--- config.mk ---
export PLATFORM = sky130hd
export DESIGN_NAME = bass_to_periodic_noise_mover_flat
export DESIGN_NICKNAME = d
export VERILOG_FILES = /design/src/hdl/bnm_pkg.sv /design/src/hdl/bnm_in_if.sv /design/src/hdl/bnm_out_if.sv /design/src/hdl/bnm_front.sv /design/src/hdl/bnm_queue.sv /design/src/hdl/bnm_back.sv /design/src/hdl/bass_to_periodic_noise_mover.sv /design/src/flat_wrapper.sv
export SDC_FILE = /design/constraint.sdc
export NUM_CORES = 1
export LEC_CHECK = 0
export ABC_AREA = 1
export CAP_MARGIN = 25
export CORE_MARGIN = 10
export CORE_UTILIZATION = 55
export CTS_BUF_LIST = sky130_fd_sc_hd__clkbuf_4 sky130_fd_sc_hd__clkbuf_8 sky130_fd_sc_hd__clkbuf_16
export DETAILED_ROUTE_END_ITERATION = 8
export DONT_BUFFER_PORTS = 1
export PLACE_DENSITY = 0.7
export SETUP_SLACK_MARGIN = 0.4
export SLEW_MARGIN = 20
export SYNTH_ARGS = -nofsm -noshare
export SYNTH_HDL_FRONTEND = slang
export SYNTH_SLANG_ARGS = --single-unit
--- constraint.sdc ---
create_clock -name clk -period 14.35 [get_ports clk]
set_input_delay 0.7175 -clock clk [delete_from_list [all_inputs] [get_ports clk]]
set_output_delay 0.7175 -clock clk [all_outputs]
set_load 0.02 [all_outputs]
--- src/hdl/bnm_pkg.sv ---
// ----------------------------------------------------------------------------
// bnm_pkg
// Shared constants, types and helpers for the bass to periodic noise mover.
// ----------------------------------------------------------------------------
package bnm_pkg;

    localparam int CHANNELS    = 8;
    localparam int IDX_W       = (CHANNELS > 1) ? $clog2(CHANNELS) : 1;
    localparam int CNT_W       = $clog2(CHANNELS + 1);
    localparam int STORE_DEPTH = 2 * (2 ** IDX_W);
    localparam int QUEUE_DEPTH = 2;
    localparam int QPTR_W      = $clog2(QUEUE_DEPTH);
    localparam int QCNT_W      = $clog2(QUEUE_DEPTH + 1);

    localparam int WORD_W = 20;
    localparam int VOL_W  = 8;
    localparam int CHAN_W = 4;
    localparam int TONE_W = 12;

    localparam logic [TONE_W-1:0] BASS_LIMIT     = 12'h3ff;
    localparam logic [WORD_W-1:0] PERIODIC_FLAG  = 20'h20000;
    localparam logic [WORD_W-1:0] TRIGGER_FLAG   = 20'h10000;
    localparam logic [WORD_W-1:0] SILENT_WORD    = 20'h00001;
    localparam logic [TONE_W-1:0] TONE_ONE       = 12'h001;
    localparam logic [3:0]        BASS_SAT       = 4'd15;
    localparam logic [3:0]        CONFLICT_MIN   = 4'd2;

    // (tone + 7) / 15 as a multiply by 2^19/15 rounded up, then shift by 19
    localparam int                ROUND_BIAS  = 7;
    localparam int                SUM_W       = 13;
    localparam int                RECIP_W     = 16;
    localparam int                PROD_W      = SUM_W + RECIP_W;
    localparam int                RECIP_SHIFT = 19;
    localparam logic [RECIP_W-1:0] RECIP_15   = 16'h8889;

    typedef enum logic [1:0] {
        BK_IDLE,
        BK_ENTRY,
        BK_NOISE
    } back_state_t;

    typedef struct packed {
        logic              bank;
        logic [CNT_W-1:0]  count;
        logic              found;
        logic [IDX_W-1:0]  loud_idx;
        logic [VOL_W-1:0]  loud_vol;
        logic [TONE_W-1:0] noise_tone;
        logic              conflict;
    } row_desc_t;

    typedef struct packed {
        logic              en;
        logic              bank;
        logic [IDX_W-1:0]  idx;
        logic [WORD_W-1:0] word;
        logic [VOL_W-1:0]  vol;
    } store_wr_t;

    typedef struct packed {
        logic valid;
        logic bank;
    } bank_rel_t;

    function automatic logic is_bass_word(input logic [WORD_W-1:0] w);
        return (w[19:16] == 4'd0) && (w[TONE_W-1:0] > BASS_LIMIT);
    endfunction

endpackage

--- src/hdl/bnm_in_if.sv ---
// ----------------------------------------------------------------------------
// bnm_in_if
// Channel entry input channel: valid/ready plus one entry word.
// ----------------------------------------------------------------------------
interface bnm_in_if;
    import bnm_pkg::*;

    logic              valid;
    logic              ready;
    logic [WORD_W-1:0] channel_word;
    logic [VOL_W-1:0]  channel_volume;
    logic              row_end;

    modport source (output valid, output channel_word, output channel_volume,
                    output row_end, input ready);
    modport sink   (input valid, input channel_word, input channel_volume,
                    input row_end, output ready);
endinterface

--- src/hdl/bnm_out_if.sv ---
// ----------------------------------------------------------------------------
// bnm_out_if
// Result channel: valid/ready plus one output channel entry.
// ----------------------------------------------------------------------------
interface bnm_out_if;
    import bnm_pkg::*;

    logic              valid;
    logic              ready;
    logic [CHAN_W-1:0] out_channel;
    logic [WORD_W-1:0] out_word;
    logic [VOL_W-1:0]  out_volume;
    logic              row_done;

    modport source (output valid, output out_channel, output out_word,
                    output out_volume, output row_done, input ready);
    modport sink   (input valid, input out_channel, input out_word,
                    input out_volume, input row_done, output ready);
endinterface

--- src/hdl/bnm_front.sv ---
// ----------------------------------------------------------------------------
// bnm_front
// Accepts entries, tracks bass count and loudest bass, writes the row store
// and pushes one row descriptor per row.
// ----------------------------------------------------------------------------
module bnm_front (
    input  logic                clk,
    input  logic                rst_n,
    bnm_in_if.sink              items,
    input  logic                q_full,
    input  bnm_pkg::bank_rel_t  release_bank,
    output bnm_pkg::store_wr_t  store_wr,
    output logic                push,
    output bnm_pkg::row_desc_t  push_desc
);
    import bnm_pkg::*;

    logic [CNT_W-1:0]  fill_reg, fill_next;
    logic [VOL_W-1:0]  level_reg, level_next;
    logic [IDX_W-1:0]  loud_idx_reg, loud_idx_next;
    logic [TONE_W-1:0] loud_tone_reg, loud_tone_next;
    logic [3:0]        bass_cnt_reg, bass_cnt_next;
    logic              bank_reg, bank_next;
    logic [1:0]        busy_reg, busy_next;

    logic              accept;
    logic              take;
    logic              bass;
    logic              louder;
    logic              end_row;
    logic [SUM_W-1:0]  tone_sum;
    logic [PROD_W-1:0] prod;

    assign items.ready = !busy_reg[bank_reg] && !q_full;
    assign accept      = items.valid && items.ready;
    assign take        = accept && (fill_reg < CNT_W'(CHANNELS));
    assign bass        = is_bass_word(items.channel_word) && (items.channel_volume != '0);
    assign louder      = take && bass && (items.channel_volume > level_reg);
    assign end_row     = accept && items.row_end;

    always_comb
    begin
        fill_next      = take ? fill_reg + CNT_W'(1) : fill_reg;
        bass_cnt_next  = (take && bass && bass_cnt_reg != BASS_SAT) ?
                         bass_cnt_reg + 4'd1 : bass_cnt_reg;
        level_next     = louder ? items.channel_volume : level_reg;
        loud_idx_next  = louder ? fill_reg[IDX_W-1:0] : loud_idx_reg;
        loud_tone_next = louder ? items.channel_word[TONE_W-1:0] : loud_tone_reg;
    end

    // noise tone from the loudest bass tone, including the entry taken now
    assign tone_sum = SUM_W'(loud_tone_next) + SUM_W'(ROUND_BIAS);
    assign prod     = PROD_W'(tone_sum) * PROD_W'(RECIP_15);

    always_comb
    begin
        push_desc.bank       = bank_reg;
        push_desc.count      = fill_next;
        push_desc.found      = (level_next != '0);
        push_desc.loud_idx   = loud_idx_next;
        push_desc.loud_vol   = level_next;
        push_desc.noise_tone = TONE_W'(prod >> RECIP_SHIFT);
        push_desc.conflict   = (bass_cnt_next >= CONFLICT_MIN);
    end

    assign push = end_row;

    always_comb
    begin
        store_wr.en   = take;
        store_wr.bank = bank_reg;
        store_wr.idx  = fill_reg[IDX_W-1:0];
        store_wr.word = items.channel_word;
        store_wr.vol  = items.channel_volume;
    end

    always_comb
    begin
        busy_next = busy_reg;
        if (release_bank.valid)
        begin
            busy_next[release_bank.bank] = 1'b0;
        end
        if (end_row)
        begin
            busy_next[bank_reg] = 1'b1;
        end
        bank_next = end_row ? !bank_reg : bank_reg;
    end

    always_ff @(posedge clk or negedge rst_n)
    begin
        if (!rst_n)
        begin
            fill_reg      <= '0;
            level_reg     <= '0;
            loud_idx_reg  <= '0;
            loud_tone_reg <= '0;
            bass_cnt_reg  <= '0;
            bank_reg      <= 1'b0;
            busy_reg      <= '0;
        end
        else
        begin
            bank_reg <= bank_next;
            busy_reg <= busy_next;
            if (end_row)
            begin
                fill_reg      <= '0;
                level_reg     <= '0;
                loud_idx_reg  <= '0;
                loud_tone_reg <= '0;
                bass_cnt_reg  <= '0;
            end
            else
            begin
                fill_reg      <= fill_next;
                level_reg     <= level_next;
                loud_idx_reg  <= loud_idx_next;
                loud_tone_reg <= loud_tone_next;
                bass_cnt_reg  <= bass_cnt_next;
            end
        end
    end

    a_fill_bound: assert property (@(posedge clk) disable iff (!rst_n)
        fill_reg <= CNT_W'(CHANNELS))
        else $error("fill count beyond channel count");

    a_push_room: assert property (@(posedge clk) disable iff (!rst_n)
        push |-> !q_full)
        else $error("row pushed into full queue");

    a_busy_bank: assert property (@(posedge clk) disable iff (!rst_n)
        store_wr.en |-> !busy_reg[store_wr.bank])
        else $error("write into bank still being emitted");

endmodule

--- src/hdl/bnm_queue.sv ---
// ----------------------------------------------------------------------------
// bnm_queue
// Short descriptor queue between front and back.
// ----------------------------------------------------------------------------
module bnm_queue (
    input  logic               clk,
    input  logic               rst_n,
    input  logic               push,
    input  bnm_pkg::row_desc_t push_desc,
    input  logic               pop,
    output bnm_pkg::row_desc_t head,
    output logic               full,
    output logic               empty
);
    import bnm_pkg::*;

    row_desc_t          slot_reg [QUEUE_DEPTH];
    logic [QPTR_W-1:0]  wr_ptr_reg, wr_ptr_next;
    logic [QPTR_W-1:0]  rd_ptr_reg, rd_ptr_next;
    logic [QCNT_W-1:0]  cnt_reg, cnt_next;

    assign full  = (cnt_reg == QCNT_W'(QUEUE_DEPTH));
    assign empty = (cnt_reg == '0);
    assign head  = slot_reg[rd_ptr_reg];

    always_comb
    begin
        wr_ptr_next = push ? wr_ptr_reg + QPTR_W'(1) : wr_ptr_reg;
        rd_ptr_next = pop ? rd_ptr_reg + QPTR_W'(1) : rd_ptr_reg;
        cnt_next    = cnt_reg;
        if (push && !pop)
        begin
            cnt_next = cnt_reg + QCNT_W'(1);
        end
        else if (pop && !push)
        begin
            cnt_next = cnt_reg - QCNT_W'(1);
        end
    end

    always_ff @(posedge clk)
    begin
        if (push)
        begin
            slot_reg[wr_ptr_reg] <= push_desc;
        end
    end

    always_ff @(posedge clk or negedge rst_n)
    begin
        if (!rst_n)
        begin
            wr_ptr_reg <= '0;
            rd_ptr_reg <= '0;
            cnt_reg    <= '0;
        end
        else
        begin
            wr_ptr_reg <= wr_ptr_next;
            rd_ptr_reg <= rd_ptr_next;
            cnt_reg    <= cnt_next;
        end
    end

    a_no_underflow: assert property (@(posedge clk) disable iff (!rst_n)
        pop |-> !empty)
        else $error("pop from empty queue");

    a_cnt_bound: assert property (@(posedge clk) disable iff (!rst_n)
        cnt_reg <= QCNT_W'(QUEUE_DEPTH))
        else $error("queue count beyond depth");

    a_push_lands: assert property (@(posedge clk) disable iff (!rst_n)
        (push && !pop) |=> !empty)
        else $error("pushed descriptor lost");

endmodule

--- src/hdl/bnm_back.sv ---
// ----------------------------------------------------------------------------
// bnm_back
// Holds the row store, walks each queued row and emits its entries and the
// noise entry through an output register.
// ----------------------------------------------------------------------------
module bnm_back (
    input  logic               clk,
    input  logic               rst_n,
    input  logic               keep_quieter_bass,
    input  bnm_pkg::store_wr_t store_wr,
    input  logic               q_empty,
    input  bnm_pkg::row_desc_t q_head,
    output logic               pop,
    output bnm_pkg::bank_rel_t release_bank,
    bnm_out_if.source          results
);
    import bnm_pkg::*;

    typedef struct packed {
        logic [WORD_W-1:0] word;
        logic [VOL_W-1:0]  vol;
    } row_entry_t;

    row_entry_t store_mem [STORE_DEPTH];

    back_state_t       state_reg, state_next;
    row_desc_t         cur_reg;
    logic [IDX_W-1:0]  idx_reg, idx_next;
    logic [TONE_W-1:0] prev_tone_reg, prev_tone_next;
    logic              first_row_reg, first_row_next;

    logic              out_valid_reg, out_valid_next;
    logic [CHAN_W-1:0] out_channel_reg, out_channel_next;
    logic [WORD_W-1:0] out_word_reg, out_word_next;
    logic [VOL_W-1:0]  out_volume_reg, out_volume_next;
    logic              row_done_reg, row_done_next;

    logic              out_free;
    logic              load;
    logic              last_entry;
    logic              silence;
    logic [IDX_W:0]    rd_addr;
    row_entry_t        rd_entry;

    // read one entry ahead so the registered data matches idx_reg
    assign rd_addr = {(pop ? q_head.bank : cur_reg.bank), idx_next};

    always_ff @(posedge clk)
    begin
        if (store_wr.en)
        begin
            store_mem[{store_wr.bank, store_wr.idx}] <= '{word: store_wr.word,
                                                          vol:  store_wr.vol};
        end
        rd_entry <= store_mem[rd_addr];
    end

    assign out_free   = !out_valid_reg || results.ready;
    assign last_entry = (CNT_W'(idx_reg) + CNT_W'(1) == cur_reg.count);

    // moved channel, and other bass-looking channels on a conflict unless keep_quieter_bass
    assign silence = (cur_reg.found && idx_reg == cur_reg.loud_idx) ||
                     (cur_reg.conflict && !keep_quieter_bass &&
                      is_bass_word(rd_entry.word));

    // next state
    always_comb
    begin
        state_next = state_reg;
        case (state_reg)
            BK_IDLE:
            begin
                if (!q_empty)
                begin
                    state_next = BK_ENTRY;
                end
            end
            BK_ENTRY:
            begin
                if (out_free && last_entry)
                begin
                    state_next = BK_NOISE;
                end
            end
            BK_NOISE:
            begin
                if (out_free)
                begin
                    state_next = BK_IDLE;
                end
            end
            default:
            begin
                state_next = BK_IDLE;
            end
        endcase
    end

    // outputs
    always_comb
    begin
        pop               = 1'b0;
        load              = 1'b0;
        release_bank      = '{valid: 1'b0, bank: cur_reg.bank};
        idx_next          = idx_reg;
        prev_tone_next    = prev_tone_reg;
        first_row_next    = first_row_reg;
        out_channel_next  = out_channel_reg;
        out_word_next     = out_word_reg;
        out_volume_next   = out_volume_reg;
        row_done_next     = row_done_reg;
        case (state_reg)
            BK_IDLE:
            begin
                pop      = !q_empty;
                idx_next = '0;
            end
            BK_ENTRY:
            begin
                if (out_free)
                begin
                    load             = 1'b1;
                    idx_next         = idx_reg + IDX_W'(1);
                    out_channel_next = CHAN_W'(idx_reg);
                    out_word_next    = silence ? SILENT_WORD : rd_entry.word;
                    out_volume_next  = silence ? '0 : rd_entry.vol;
                    row_done_next    = 1'b0;
                end
            end
            BK_NOISE:
            begin
                if (out_free)
                begin
                    load               = 1'b1;
                    release_bank.valid = 1'b1;
                    first_row_next     = 1'b0;
                    out_channel_next   = CHAN_W'(CHANNELS);
                    row_done_next      = 1'b1;
                    if (cur_reg.found)
                    begin
                        out_word_next  = WORD_W'(cur_reg.noise_tone) | PERIODIC_FLAG;
                        if (first_row_reg || cur_reg.noise_tone != prev_tone_reg)
                        begin
                            out_word_next = out_word_next | TRIGGER_FLAG;
                        end
                        out_volume_next = cur_reg.loud_vol;
                        prev_tone_next  = cur_reg.noise_tone;
                    end
                    else
                    begin
                        out_word_next   = SILENT_WORD;
                        out_volume_next = '0;
                        prev_tone_next  = TONE_ONE;
                    end
                end
            end
            default:
            begin
                pop = 1'b0;
            end
        endcase
        out_valid_next = load ? 1'b1 : (results.ready ? 1'b0 : out_valid_reg);
    end

    always_ff @(posedge clk)
    begin
        if (pop)
        begin
            cur_reg <= q_head;
        end
        out_channel_reg <= out_channel_next;
        out_word_reg    <= out_word_next;
        out_volume_reg  <= out_volume_next;
        row_done_reg    <= row_done_next;
    end

    always_ff @(posedge clk or negedge rst_n)
    begin
        if (!rst_n)
        begin
            state_reg     <= BK_IDLE;
            idx_reg       <= '0;
            prev_tone_reg <= TONE_ONE;
            first_row_reg <= 1'b1;
            out_valid_reg <= 1'b0;
        end
        else
        begin
            state_reg     <= state_next;
            idx_reg       <= idx_next;
            prev_tone_reg <= prev_tone_next;
            first_row_reg <= first_row_next;
            out_valid_reg <= out_valid_next;
        end
    end

    assign results.valid       = out_valid_reg;
    assign results.out_channel = out_channel_reg;
    assign results.out_word    = out_word_reg;
    assign results.out_volume  = out_volume_reg;
    assign results.row_done    = row_done_reg;

    a_noise_ends_row: assert property (@(posedge clk) disable iff (!rst_n)
        (state_reg == BK_NOISE && out_free) |=>
            (state_reg == BK_IDLE && out_valid_reg && row_done_reg))
        else $error("noise word not last of row");

    a_idx_in_row: assert property (@(posedge clk) disable iff (!rst_n)
        (state_reg == BK_ENTRY) |-> (CNT_W'(idx_reg) < cur_reg.count))
        else $error("entry index past row length");

    a_no_overwrite: assert property (@(posedge clk) disable iff (!rst_n)
        (out_valid_reg && !results.ready) |=> $stable(out_word_reg))
        else $error("pending result overwritten");

endmodule

--- src/hdl/bass_to_periodic_noise_mover.sv ---
// ----------------------------------------------------------------------------
// bass_to_periodic_noise_mover
// Moves the loudest bass channel of each tick row to a periodic noise entry.
// ----------------------------------------------------------------------------
//  port        dir   handshake        word
//  items       in    valid/ready      channel_word, channel_volume, row_end
//  results     out   valid/ready      out_channel, out_word, out_volume, row_done
//  cfg_we      in    write enable     cfg_wdata = keep_quieter_bass
//
//  entries are taken one per cycle into one of two row banks
//  a row of n stored entries gives n+1 words, one per ready cycle, then idles
//  the next row fills the other bank meanwhile; input stalls while both are busy
//  the output register holds its word until results.ready
//  reset clears all control state; no clearing pass is needed
// ----------------------------------------------------------------------------
module bass_to_periodic_noise_mover (
    input  logic       clk,
    input  logic       rst_n,
    bnm_in_if.sink     items,
    bnm_out_if.source  results,
    input  logic       cfg_we,
    input  logic       cfg_wdata
);
    import bnm_pkg::*;

    logic       keep_reg;
    store_wr_t  store_wr;
    bank_rel_t  release_bank;
    row_desc_t  push_desc;
    row_desc_t  q_head;
    logic       push;
    logic       pop;
    logic       q_full;
    logic       q_empty;

    always_ff @(posedge clk or negedge rst_n)
    begin
        if (!rst_n)
        begin
            keep_reg <= 1'b0;
        end
        else if (cfg_we)
        begin
            keep_reg <= cfg_wdata;
        end
    end

    bnm_front u_front (
        .clk          (clk),
        .rst_n        (rst_n),
        .items        (items),
        .q_full       (q_full),
        .release_bank (release_bank),
        .store_wr     (store_wr),
        .push         (push),
        .push_desc    (push_desc)
    );

    bnm_queue u_queue (
        .clk       (clk),
        .rst_n     (rst_n),
        .push      (push),
        .push_desc (push_desc),
        .pop       (pop),
        .head      (q_head),
        .full      (q_full),
        .empty     (q_empty)
    );

    bnm_back u_back (
        .clk               (clk),
        .rst_n             (rst_n),
        .keep_quieter_bass (keep_reg),
        .store_wr          (store_wr),
        .q_empty           (q_empty),
        .q_head            (q_head),
        .pop               (pop),
        .release_bank      (release_bank),
        .results           (results)
    );

endmodule
--- src/flat_wrapper.sv ---
// flat-port wrapper written by rule: the top's interface ports become plain ports
module bass_to_periodic_noise_mover_flat import bnm_pkg::*;
  (clk, rst_n, cfg_we, cfg_wdata, items_valid, items_channel_word, items_channel_volume, items_row_end, items_ready, results_valid, results_out_channel, results_out_word, results_out_volume, results_row_done, results_ready);
  bnm_in_if items_i ();
  bnm_out_if results_i ();
  input  logic clk;
  input  logic rst_n;
  input  logic cfg_we;
  input  logic cfg_wdata;
  input wire logic [$bits(items_i.valid)-1:0] items_valid;
  input wire logic [$bits(items_i.channel_word)-1:0] items_channel_word;
  input wire logic [$bits(items_i.channel_volume)-1:0] items_channel_volume;
  input wire logic [$bits(items_i.row_end)-1:0] items_row_end;
  output wire logic [$bits(items_i.ready)-1:0] items_ready;
  output wire logic [$bits(results_i.valid)-1:0] results_valid;
  output wire logic [$bits(results_i.out_channel)-1:0] results_out_channel;
  output wire logic [$bits(results_i.out_word)-1:0] results_out_word;
  output wire logic [$bits(results_i.out_volume)-1:0] results_out_volume;
  output wire logic [$bits(results_i.row_done)-1:0] results_row_done;
  input wire logic [$bits(results_i.ready)-1:0] results_ready;
  assign items_i.valid = items_valid;
  assign items_i.channel_word = items_channel_word;
  assign items_i.channel_volume = items_channel_volume;
  assign items_i.row_end = items_row_end;
  assign items_ready = items_i.ready;
  assign results_valid = results_i.valid;
  assign results_out_channel = results_i.out_channel;
  assign results_out_word = results_i.out_word;
  assign results_out_volume = results_i.out_volume;
  assign results_row_done = results_i.row_done;
  assign results_i.ready = results_ready;
  bass_to_periodic_noise_mover u_core (.clk(clk), .rst_n(rst_n), .items(items_i), .results(results_i), .cfg_we(cfg_we), .cfg_wdata(cfg_wdata));
endmodule
==> run summary, run 1 <==
STA
-----------------------------------------------------------------------------------------------------
Final-report max-slew violation count                                                               0
Period minus WS final                                                                        6.464 ns
Slew margin rel.                                                                               0.3784
Fin Setup TNS                                                                                    0 ns
F_max                                                                                       154.7 MHz
Max Clock Skew                                                                             0.03034 ns
Hold Vio Cnt, Final                                                                                 0
Worst-Margin Slew                                                                           0.9325 ns
Hold Worst Slack                                                                            0.2109 ns
Unrepaired setup endpoints after global routing                                                    no
Final number of setup-violating endpoints                                                           0
Final Worst Setup Slack                                                                      7.886 ns
Period utilisation layout                                                                      0.4505

YOSYS
-----------------------------------------------------------------------------------------------------
Number of enable flip-flop cells after synthesis                                                  565
Simple-gate share of the synthesized area                                                      0.1195
Post-synthesis sequential element count                                                           649
Cells taking the most area after synthesis                                               sky130_fd_sc_hd__edfxtp_1 61%, sky130_fd_sc_hd__o211ai_1 5.5%, sky130_fd_sc_hd__dfrtp_1 4.9%
Sequential share of the synthesized area                                                       0.6795
Post-synthesis share of cell area spent on full adders, half adders and majority gates        0.04599
Async set-or-reset flop fraction in the synthesized netlist                                   0.08629
Largest family of logic cells by synthesized area                                        simple AND/OR/NAND/NOR gates
Parity-gate share of the synthesized area counting xor and xnor cells                         0.01002
Post-synthesis cell count                                                                        2264
Synthesis Warnings                                                                                  0
Cell variety after synth                                                                           54
Synthesized Nets                                                                                 2393
Synthesized area divided by synthesized cell count                                         12.31 um^2
Syn Std Cell Area                                                                          27860 um^2
Area share of the leading cell type in the synthesized netlist                                 0.6090
Multiplexer area fraction after synthesis                                                   0.0003593
Main synth FF type                                                                       sky130_fd_sc_hd__edfxtp_1
Synth area leader                                                                        sky130_fd_sc_hd__edfxtp_1
Compound-cell area share of the yosys netlist                                                  0.1016

FLOORPLAN
-----------------------------------------------------------------------------------------------------
Die boundary width                                                                           245.1 um
Number of placement rows                                                                           82
Starting density of the core                                                                   0.5553
Std-Cell Core Area                                                                         50170 um^2
Die H                                                                                        245.1 um
Area of the die                                                                            60050 um^2
I/O Pins                                                                                           70

POWER
-----------------------------------------------------------------------------------------------------
Power density normalized to cell area                                                    220.7 nW/um^2
Worst voltage drop across the vdd grid                                                      0.1479 mV
Leak Pwr                                                                                     11.43 nW

WORST SETUP PATH
-----------------------------------------------------------------------------------------------------
Kind of capture point of the worst setup path                                               flip-flop
Worst Reg2Reg Path Length in Cells                                                                 29
Start-to-end type of the worst setup path                                                     reg2reg
Startpoint of the lowest-slack register-to-register path                                 u_core.u_front.bank_reg
Arrival time at the worst endpoint                                                            6.81 ns
Crit start category                                                                         flip-flop
Largest stage delay, worst path                                                               0.52 ns
Highest fanout seen on the critical path                                                           36
Most repeated library cell on the critical path                                          sky130_fd_sc_hd__nand2_1
Internal reg-to-reg setup slack                                                               7.89 ns
Slowest library cell on the worst path                                                   sky130_fd_sc_hd__fa_1
CP Buf/Inv Count                                                                                    3
Cell type group with the largest total delay on the critical path                        simple AND/OR/NAND/NOR gates
Terminus of the critical flop-to-flop path                                               u_core.u_queue.slot_reg[0][5]
CP startpoint                                                                            u_core.u_front.bank_reg
Worst path required time                                                                     14.69 ns

DRT
-----------------------------------------------------------------------------------------------------
Wire length after detailed routing                                                           66.03 mm
Vias after detailed routing                                                                     17470
Routed wire length per instance                                                              22.14 um
DR iter-0 viols                                                                                  1817
Vias per inst                                                                                   5.859
First drt pass iteration count                                                                      5
Number of routed nets with antenna violations                                                       0
Residual DRC                                                                                        0

FINAL LAYOUT
-----------------------------------------------------------------------------------------------------
Ant diodes                                                                                          0
Area used by sequential logic in the layout                                                18930 um^2
Fraction of layout instances using a drive strength above 1                                    0.1078
Final-layout fill cell count                                                                     3735
Commonest non-fill, non-tap cells in the layout                                          565 x sky130_fd_sc_hd__edfxtp_1, 277 x sky130_fd_sc_hd__nand2_1, 208 x sky130_fd_sc_hd__nor2_1
Area delta synth->final                                                                        11.05%
Largest register FFs                                                                              448
Footprint of the multi-input gates                                                          7913 um^2
Final cell utilization of the core                                                             0.6167
Leading cell type in the layout, fill and taps excluded                                  sky130_fd_sc_hd__edfxtp_1
Net total in the final layout                                                                    2389

GLOBAL ROUTING
-----------------------------------------------------------------------------------------------------
Initial antenna violation count                                                                     0
Global route total overflow                                                                         0
Wire length of the first global-routing pass                                                 100.9 mm
Number of global-route vias before repair                                                       17140
Largest net degree at the start of global routing                                                 137
Total GRT Usage                                                                                0.2191

CLOCKING
-----------------------------------------------------------------------------------------------------
Clock network latency to the later pin of the worst-skew pair                                 0.60 ns
Buffer levels on the longest clock path                                                             3
H-tree levels                                                                                       3
Clock-pin slew of the registers on the worst-case setup and hold paths                        0.07 ns
Clock root buffer master                                                                 sky130_fd_sc_hd__clkbuf_16
Number of clock buffers inserted by TritonCTS                                                      66
Postcts setup bufs                                                                                  0
Clock tree from TritonCTS                                                                         yes
Clock sink total                                                                                  649

WORST HOLD PATH
-----------------------------------------------------------------------------------------------------
Worst Min Path Start                                                                     items_channel_volume[0]
Hold path endpoint                                                                       u_core.u_back.store_mem[5][0]
Cell depth of the worst hold path                                                                   0
Kind of path behind the tightest hold check                                                    in2reg

RUN STATUS
-----------------------------------------------------------------------------------------------------
Status                                                                                      completed

PLACEMENT
-----------------------------------------------------------------------------------------------------
Gpl congestion                                                                                 0.8915
Half-perimeter wire length of the detailed placement result                                  37.83 mm
Worst slack after detailed placement                                                         7.672 ns
Quantity of I/O buffers inserted on ports                                                           0

FLOW RUN
-----------------------------------------------------------------------------------------------------
Number of maximum-capacitance violations                                                            0

## through the flow
stage / area, um^2 / power (mW) / cells
after detailed placement: 28680 / 5.128 / 2860
after global routing: 30940 / 7.231 / 2982
final: 30940 / 6.827 / 2982
after global placement: 28660 / 5.064 / 2859
after CTS: 30900 / 6.839 / 2980
after floorplan: 27860 / 4.349 / 2264
## repair_timing
action	in CTS	in global routing
hold buffers	2	0
resized for setup	0	0
hold endpoints to repair	56	0
## report_power, final
part / switching (mW) / internal [mW]
Clock: 0.697 / 1.01
Combinational: 1.74 / 0.740
Sequential: 0.207 / 2.43
## cell families (layout without fill, tap and decap cells)
logic type / Yosys count / in the layout
xor+xnor: 31 / 31
flops: 649 / 649
buf+inv: 300 / 346
compound gates: 446 / 446
fa+ha+maj: 94 / 94
simple gates: 743 / 743
mux: 1 / 1
## area by class of cell
cell class              count  area share
clock inverters            17    0.005055
repair buffers             38     0.01149
flip-flops and latches    649      0.6119
multi-input cells        1315      0.2558
inverters                 190     0.02325
well taps                 672     0.02718
clock buffers             101     0.06539
## metal layers
layer,vias to the layer above,GRT usage,wire length [um]
met5,-,0,0
met4,0,0.08858,2379
met3,127,0.03888,4165
met2,566,0.3551,31620
met1,8713,0.2893,27870
li1,8065,-,-
## worst max-delay path by stage
stage | endpoint | cells past startpoint
floorplan | u_core.u_queue.slot_reg[0][5] | 28
global placement | u_core.u_queue.slot_reg[0][5] | 29
detailed placement | u_core.u_queue.slot_reg[0][5] | 29
CTS | u_core.u_queue.slot_reg[1][5] | 30
global route | u_core.u_queue.slot_reg[1][5] | 30
finish | u_core.u_queue.slot_reg[0][5] | 29
## cells in the mapped netlist, types with 3 or more instances
cell type                  count
sky130_fd_sc_hd__xnor2_1      13
sky130_fd_sc_hd__o21ai_1       3
sky130_fd_sc_hd__buf_2        34
sky130_fd_sc_hd__nand3_4       3
sky130_fd_sc_hd__buf_1         3
sky130_fd_sc_hd__edfxtp_1    565
sky130_fd_sc_hd__o22ai_1       6
sky130_fd_sc_hd__or2_2        45
sky130_fd_sc_hd__nand4_1      23
sky130_fd_sc_hd__nand2_2       4
sky130_fd_sc_hd__or2_0        47
sky130_fd_sc_hd__nor2_1      224
sky130_fd_sc_hd__dfrtp_1      54
sky130_fd_sc_hd__o211ai_1    203
sky130_fd_sc_hd__nand3_1     100
sky130_fd_sc_hd__nor2_2        3
sky130_fd_sc_hd__clkbuf_1     69
sky130_fd_sc_hd__dfxtp_1      28
sky130_fd_sc_hd__o21a_1        6
sky130_fd_sc_hd__buf_6         4
sky130_fd_sc_hd__fa_1         14
sky130_fd_sc_hd__inv_2         4
sky130_fd_sc_hd__nand2_1     278
sky130_fd_sc_hd__o21ai_0     181
sky130_fd_sc_hd__a21oi_1      28
sky130_fd_sc_hd__inv_1       185
sky130_fd_sc_hd__nor3_1        5
sky130_fd_sc_hd__o21ai_2       4
sky130_fd_sc_hd__xor2_1       17
sky130_fd_sc_hd__ha_1         80
(Power assumes the default switching activity.)
==> inputs of run 2 (changes only) <==
==> constraint.sdc (replaced) <==
create_clock -name clk -period 6.5 [get_ports clk]
set_input_delay 0.325 -clock clk [delete_from_list [all_inputs] [get_ports clk]]
set_output_delay 0.325 -clock clk [all_outputs]
set_load 0.02 [all_outputs]
==> run summary, run 2 (same netlist as run 1, synthesis figures left out) <==
FINAL LAYOUT
-------------------------------------------------------------------------------------
Largest register FFs                                                              448
Net total in the final layout                                                    2422
Area used by sequential logic in the layout                                18930 um^2
Commonest non-fill, non-tap cells in the layout                          565 x sky130_fd_sc_hd__edfxtp_1, 276 x sky130_fd_sc_hd__nand2_1, 205 x sky130_fd_sc_hd__nor2_1
Fraction of layout instances using a drive strength above 1                    0.1101
Footprint of the multi-input gates                                          7973 um^2
Final-layout fill cell count                                                     3706
Final cell utilization of the core                                             0.6258
Leading cell type in the layout, fill and taps excluded                  sky130_fd_sc_hd__edfxtp_1
Area delta synth->final                                                        12.70%

STA
-------------------------------------------------------------------------------------
Final-report max-slew violation count                                               0
Period minus WS final                                                        5.734 ns
Final number of setup-violating endpoints                                           0
Worst-Margin Slew                                                            1.058 ns
Hold Vio Cnt, Final                                                                 0
Fin Setup TNS                                                                    0 ns
Max Clock Skew                                                             0.01945 ns
Period utilisation layout                                                      0.8822
F_max                                                                       174.4 MHz
Unrepaired setup endpoints after global routing                                    no
Slew margin rel.                                                               0.2946

DRT
-------------------------------------------------------------------------------------
Residual DRC                                                                        0
Vias per inst                                                                   5.872
Routed wire length per instance                                              22.29 um
DR iter-0 viols                                                                  1822
Number of routed nets with antenna violations                                       0
Wire length after detailed routing                                           67.30 mm
First drt pass iteration count                                                      5
Vias after detailed routing                                                     17730

FLOORPLAN
-------------------------------------------------------------------------------------
Die H                                                                        245.1 um
Number of placement rows                                                           82
Die boundary width                                                           245.1 um
Starting density of the core                                                   0.5553
Area of the die                                                            60050 um^2
I/O Pins                                                                           70
Std-Cell Core Area                                                         50170 um^2

PLACEMENT
-------------------------------------------------------------------------------------
Quantity of I/O buffers inserted on ports                                           0
Gpl congestion                                                                 0.8189
Half-perimeter wire length of the detailed placement result                  37.79 mm

WORST SETUP PATH
-------------------------------------------------------------------------------------
CP Buf/Inv Count                                                                    4
Start-to-end type of the worst setup path                                     reg2reg
Largest stage delay, worst path                                               0.54 ns
Highest fanout seen on the critical path                                            8
Worst path required time                                                      6.82 ns
Most repeated library cell on the critical path                          sky130_fd_sc_hd__nand2_1
Cell type group with the largest total delay on the critical path         adder cells
Internal reg-to-reg setup slack                                               0.77 ns
Arrival time at the worst endpoint                                            6.05 ns
Crit start category                                                         flip-flop
Slowest library cell on the worst path                                   sky130_fd_sc_hd__fa_1
Kind of capture point of the worst setup path                               flip-flop

CLOCKING
-------------------------------------------------------------------------------------
Buffer levels on the longest clock path                                             3
H-tree levels                                                                       3
Number of clock buffers inserted by TritonCTS                                      66
Clock network latency to the later pin of the worst-skew pair                 0.60 ns
Clock-pin slew of the registers on the worst-case setup and hold paths        0.06 ns
Clock sink total                                                                  649
Clock tree from TritonCTS                                                         yes
Clock root buffer master                                                 sky130_fd_sc_hd__clkbuf_16

RUN STATUS
-------------------------------------------------------------------------------------
Status                                                                      completed

WORST HOLD PATH
-------------------------------------------------------------------------------------
Kind of path behind the tightest hold check                                    in2reg

POWER
-------------------------------------------------------------------------------------
Worst voltage drop across the vdd grid                                      0.3610 mV
Leak Pwr                                                                     11.59 nW
Power density normalized to cell area                                    482.7 nW/um^2

FLOW RUN
-------------------------------------------------------------------------------------
Number of maximum-capacitance violations                                            0

GLOBAL ROUTING
-------------------------------------------------------------------------------------
Wire length of the first global-routing pass                                 102.9 mm
Number of global-route vias before repair                                       17340
Initial antenna violation count                                                     6
Largest net degree at the start of global routing                                  95
Total GRT Usage                                                                0.2231
Global route total overflow                                                         0

-- run 2: final timing paths --
check / depth (start not counted) / startpoint / endpoint
setup reg to reg: 29 / u_core.u_front.bank_reg / u_core.u_queue.slot_reg[1][5]
min in group asynchronous: 2 / rst_n / u_core.u_back.results.valid
setup / recovery: 29 / u_core.u_front.bank_reg / u_core.u_queue.slot_reg[1][5]
hold / removal: 4 / items_channel_word[3] / u_core.u_front.loud_tone_reg[3]
max in group asynchronous: 2 / rst_n / u_core.u_front.loud_tone_reg[5]
hold reg to reg: 2 / u_core.u_back.first_row_reg / u_core.u_back.first_row_reg
-- run 2: routing by layer --
layer | vias up | GRT usage | share of wire
met5 | - | 0 | 0.00016
met4 | 2 | 0.07653 | 0.029
met3 | 133 | 0.03877 | 0.066
met2 | 633 | 0.3702 | 0.49
met1 | 8816 | 0.2928 | 0.41
li1 | 8145 | - | -
-- run 2: layout make-up --
type,count,share of cell area
Antenna cell,4,0.0003188
Clock buffer,91,0.06069
Clock inverter,27,0.008767
Inverter,190,0.02291
Multi-Input combinational cell,1315,0.2539
Sequential cell,649,0.6030
Tap cell,672,0.02678
Timing Repair Buffer,71,0.02359
-- run 2: through the flow --
step / worst slack [ns] / power [mW] / std cells / area (um^2) / hold WS [ns]
final: 0.7660 / 15.15 / 3019 / 31400 / 0.05590
after CTS: 0.4613 / 15.16 / 3006 / 31200 / 0.004929
after detailed placement: 0.5151 / 11.29 / 2856 / 28680 / 0.03135
after floorplan: 1.368 / 9.601 / 2264 / 27860 / 0.02941
after global placement: 0.6900 / 11.11 / 2854 / 28620 / 0.03151
after global routing: 0.3967 / 16.07 / 3018 / 31390 / 0.07316
-- run 2: timing repair --
action	CTS	global route
hold endpoints to repair	518	0
hold buffers	32	0
endpoints found under the setup margin	0	20
gates resized for setup	0	16
setup buffers	0	6
-- run 2: worst reg2reg max path: cells and delay by family, from the launching register on --
kind | cells | cell delay [ns]
AND/OR/NAND/NOR | 16 | 2.10
adder cells (fa/ha/maj) | 6 | 2.15
flip-flops | 1 | 0.44
XOR/XNOR | 1 | 0.11
AO/OA/AOI/OAI | 2 | 0.36
buffers and inverters | 4 | 0.31
-- run 2: power by group --
part	internal (mW)	switching [mW]
Sequential	5.38	0.425
Clock	2.26	1.54
Combinational	1.66	3.90
Total	9.29	5.86
==> inputs of run 3 (changes only) <==
--- a/config.mk
+++ b/config.mk
@@ -8,11 +8,11 @@
 export ABC_AREA = 1
 export CAP_MARGIN = 25
 export CORE_MARGIN = 10
-export CORE_UTILIZATION = 55
+export CORE_UTILIZATION = 37
 export CTS_BUF_LIST = sky130_fd_sc_hd__clkbuf_4 sky130_fd_sc_hd__clkbuf_8 sky130_fd_sc_hd__clkbuf_16
 export DETAILED_ROUTE_END_ITERATION = 8
 export DONT_BUFFER_PORTS = 1
-export PLACE_DENSITY = 0.7
+export HOLD_SLACK_MARGIN = 0.15
 export SETUP_SLACK_MARGIN = 0.4
 export SLEW_MARGIN = 20
 export SYNTH_ARGS = -nofsm -noshare
==> run summary, run 3 (same netlist as run 1, synthesis figures left out) <==
RUN STATUS
-------------------------------------------------------------------------------------
Status                                                                      completed

DRT
-------------------------------------------------------------------------------------
Wire length after detailed routing                                           71.38 mm
Number of routed nets with antenna violations                                       0
Vias after detailed routing                                                     17290
DR iter-0 viols                                                                  1281
Routed wire length per instance                                              21.50 um
Vias per inst                                                                   5.208
First drt pass iteration count                                                      6
Residual DRC                                                                        0

CLOCKING
-------------------------------------------------------------------------------------
Clock sink total                                                                  649
Buffer levels on the longest clock path                                             3
Clock root buffer master                                                 sky130_fd_sc_hd__clkbuf_16
Number of clock buffers inserted by TritonCTS                                      66
Clock-pin slew of the registers on the worst-case setup and hold paths        0.07 ns
Clock network latency to the later pin of the worst-skew pair                 0.60 ns
Clock tree from TritonCTS                                                         yes
H-tree levels                                                                       3

WORST SETUP PATH
-------------------------------------------------------------------------------------
Crit start category                                                         flip-flop
Cell type group with the largest total delay on the critical path         adder cells
Worst path required time                                                      6.83 ns
Largest stage delay, worst path                                               0.53 ns
Kind of capture point of the worst setup path                               flip-flop
Slowest library cell on the worst path                                   sky130_fd_sc_hd__fa_1
Arrival time at the worst endpoint                                            6.01 ns
CP Buf/Inv Count                                                                    5
Highest fanout seen on the critical path                                           34
Most repeated library cell on the critical path                          sky130_fd_sc_hd__nand2_1
Start-to-end type of the worst setup path                                     reg2reg

GLOBAL ROUTING
-------------------------------------------------------------------------------------
Wire length of the first global-routing pass                                 107.6 mm
Initial antenna violation count                                                     1
Largest net degree at the start of global routing                                 193
Global route total overflow                                                         0
Number of global-route vias before repair                                       17330
Total GRT Usage                                                                0.1634

STA
-------------------------------------------------------------------------------------
Max Clock Skew                                                             0.02744 ns
Period minus WS final                                                        5.678 ns
F_max                                                                       176.1 MHz
Final Worst Setup Slack                                                     0.8215 ns
Final number of setup-violating endpoints                                           0
Slew margin rel.                                                               0.3273
Worst-Margin Slew                                                            1.009 ns
Hold Vio Cnt, Final                                                                 0
Unrepaired setup endpoints after global routing                                    no
Period utilisation layout                                                      0.8736
Fin Setup TNS                                                                    0 ns
Final-report max-slew violation count                                               0

POWER
-------------------------------------------------------------------------------------
Worst voltage drop across the vdd grid                                      0.3336 mV
Leak Pwr                                                                     11.59 nW
Power density normalized to cell area                                    477.9 nW/um^2

FLOORPLAN
-------------------------------------------------------------------------------------
Number of placement rows                                                          100
I/O Pins                                                                           70
Die boundary width                                                           294.4 um
Die H                                                                        294.4 um
Area of the die                                                            86670 um^2
Std-Cell Core Area                                                         74570 um^2
Starting density of the core                                                   0.3736

PLACEMENT
-------------------------------------------------------------------------------------
Half-perimeter wire length of the detailed placement result                  39.86 mm
Gpl congestion                                                                 0.8314
Quantity of I/O buffers inserted on ports                                           0
Worst slack after detailed placement                                        0.5056 ns

WORST HOLD PATH
-------------------------------------------------------------------------------------
Kind of path behind the tightest hold check                                    in2reg

FINAL LAYOUT
-------------------------------------------------------------------------------------
Commonest non-fill, non-tap cells in the layout                          565 x sky130_fd_sc_hd__edfxtp_1, 276 x sky130_fd_sc_hd__nand2_1, 205 x sky130_fd_sc_hd__nor2_1
Fraction of layout instances using a drive strength above 1                    0.1112
Area delta synth->final                                                        13.86%
Net total in the final layout                                                    2425
Largest register FFs                                                              448
Leading cell type in the layout, fill and taps excluded                  sky130_fd_sc_hd__edfxtp_1

FLOW RUN
-------------------------------------------------------------------------------------
Number of maximum-capacitance violations                                            0

[run 3: worst paths after layout]
path / start / end / slack [ns] / cells past startpoint
max: u_core.u_front.level_reg[7] / u_core.u_queue.slot_reg[0][8] / 0.82 / 30
min: items_channel_word[0] / u_core.u_front.loud_tone_reg[0] / 0.15 / 4
max reg2reg: u_core.u_front.level_reg[7] / u_core.u_queue.slot_reg[0][8] / 0.82 / 30
min reg2reg: u_core.u_back.first_row_reg / u_core.u_back.first_row_reg / 0.44 / 2
max in group asynchronous: rst_n / u_core.u_back.prev_tone_reg[0] / 5.95 / 2
min in group asynchronous: rst_n / u_core.u_back.results.valid / 0.25 / 2
[run 3: cell type report]
type / instances / area [um^2]
inverters: 190 / 719.4
clock inverters: 26 / 269.0
clock buffers: 93 / 1909
multi-input cells: 1316 / 7971
fillers: 6677 / 42850
flip-flops and latches: 649 / 18930
repair buffers: 73 / 698.2
well taps: 969 / 1212
diodes: 4 / 10.01
[run 3: timing repair]
action                                 CTS  global route
setup endpoints to repair                0            20
resized for setup                        0            12
buffers inserted                         0             6
endpoints found under the hold margin  545             0
hold buffers                            34             0
[run 3: where the power goes]
| part | internal, mW | switching (mW) |
|---|---|---|
| Combinational | 1.66 | 3.92 |
| Sequential | 5.38 | 0.429 |
| Clock | 2.26 | 1.52 |
[run 3: per-layer routing]
metal / vias to the layer above / track usage / wire (um)
li1: 8149 / - / -
met1: 8607 / 0.1961 / 29150
met2: 438 / 0.2937 / 37060
met3: 98 / 0.02031 / 3106
met4: 0 / 0.06459 / 2067
met5: - / 0 / 0
[run 3: through the flow]
stage | hold WS [ns] | power [mW] | utilization | cells | instance area [um^2]
after floorplan | 0.02941 | 9.601 | - | 2264 | 27860
after detailed placement | 0.03130 | 11.39 | 0.3893 | 3154 | 29030
final | 0.1521 | 15.16 | 0.4254 | 3320 | 31720
after global placement | 0.03151 | 11.25 | 0.3893 | 3154 | 29030
after global routing | 0.2059 | 16.15 | 0.4253 | 3318 | 31720
after CTS | 0.1581 | 15.24 | 0.4233 | 3307 | 31570
[run 3: tightest hold or removal path: stages]
cell	delay, ns
sky130_fd_sc_hd__inv_1	0.02
sky130_fd_sc_hd__nand4_1	0.10
sky130_fd_sc_hd__nand2_2	0.14
sky130_fd_sc_hd__nor2_1	0.11
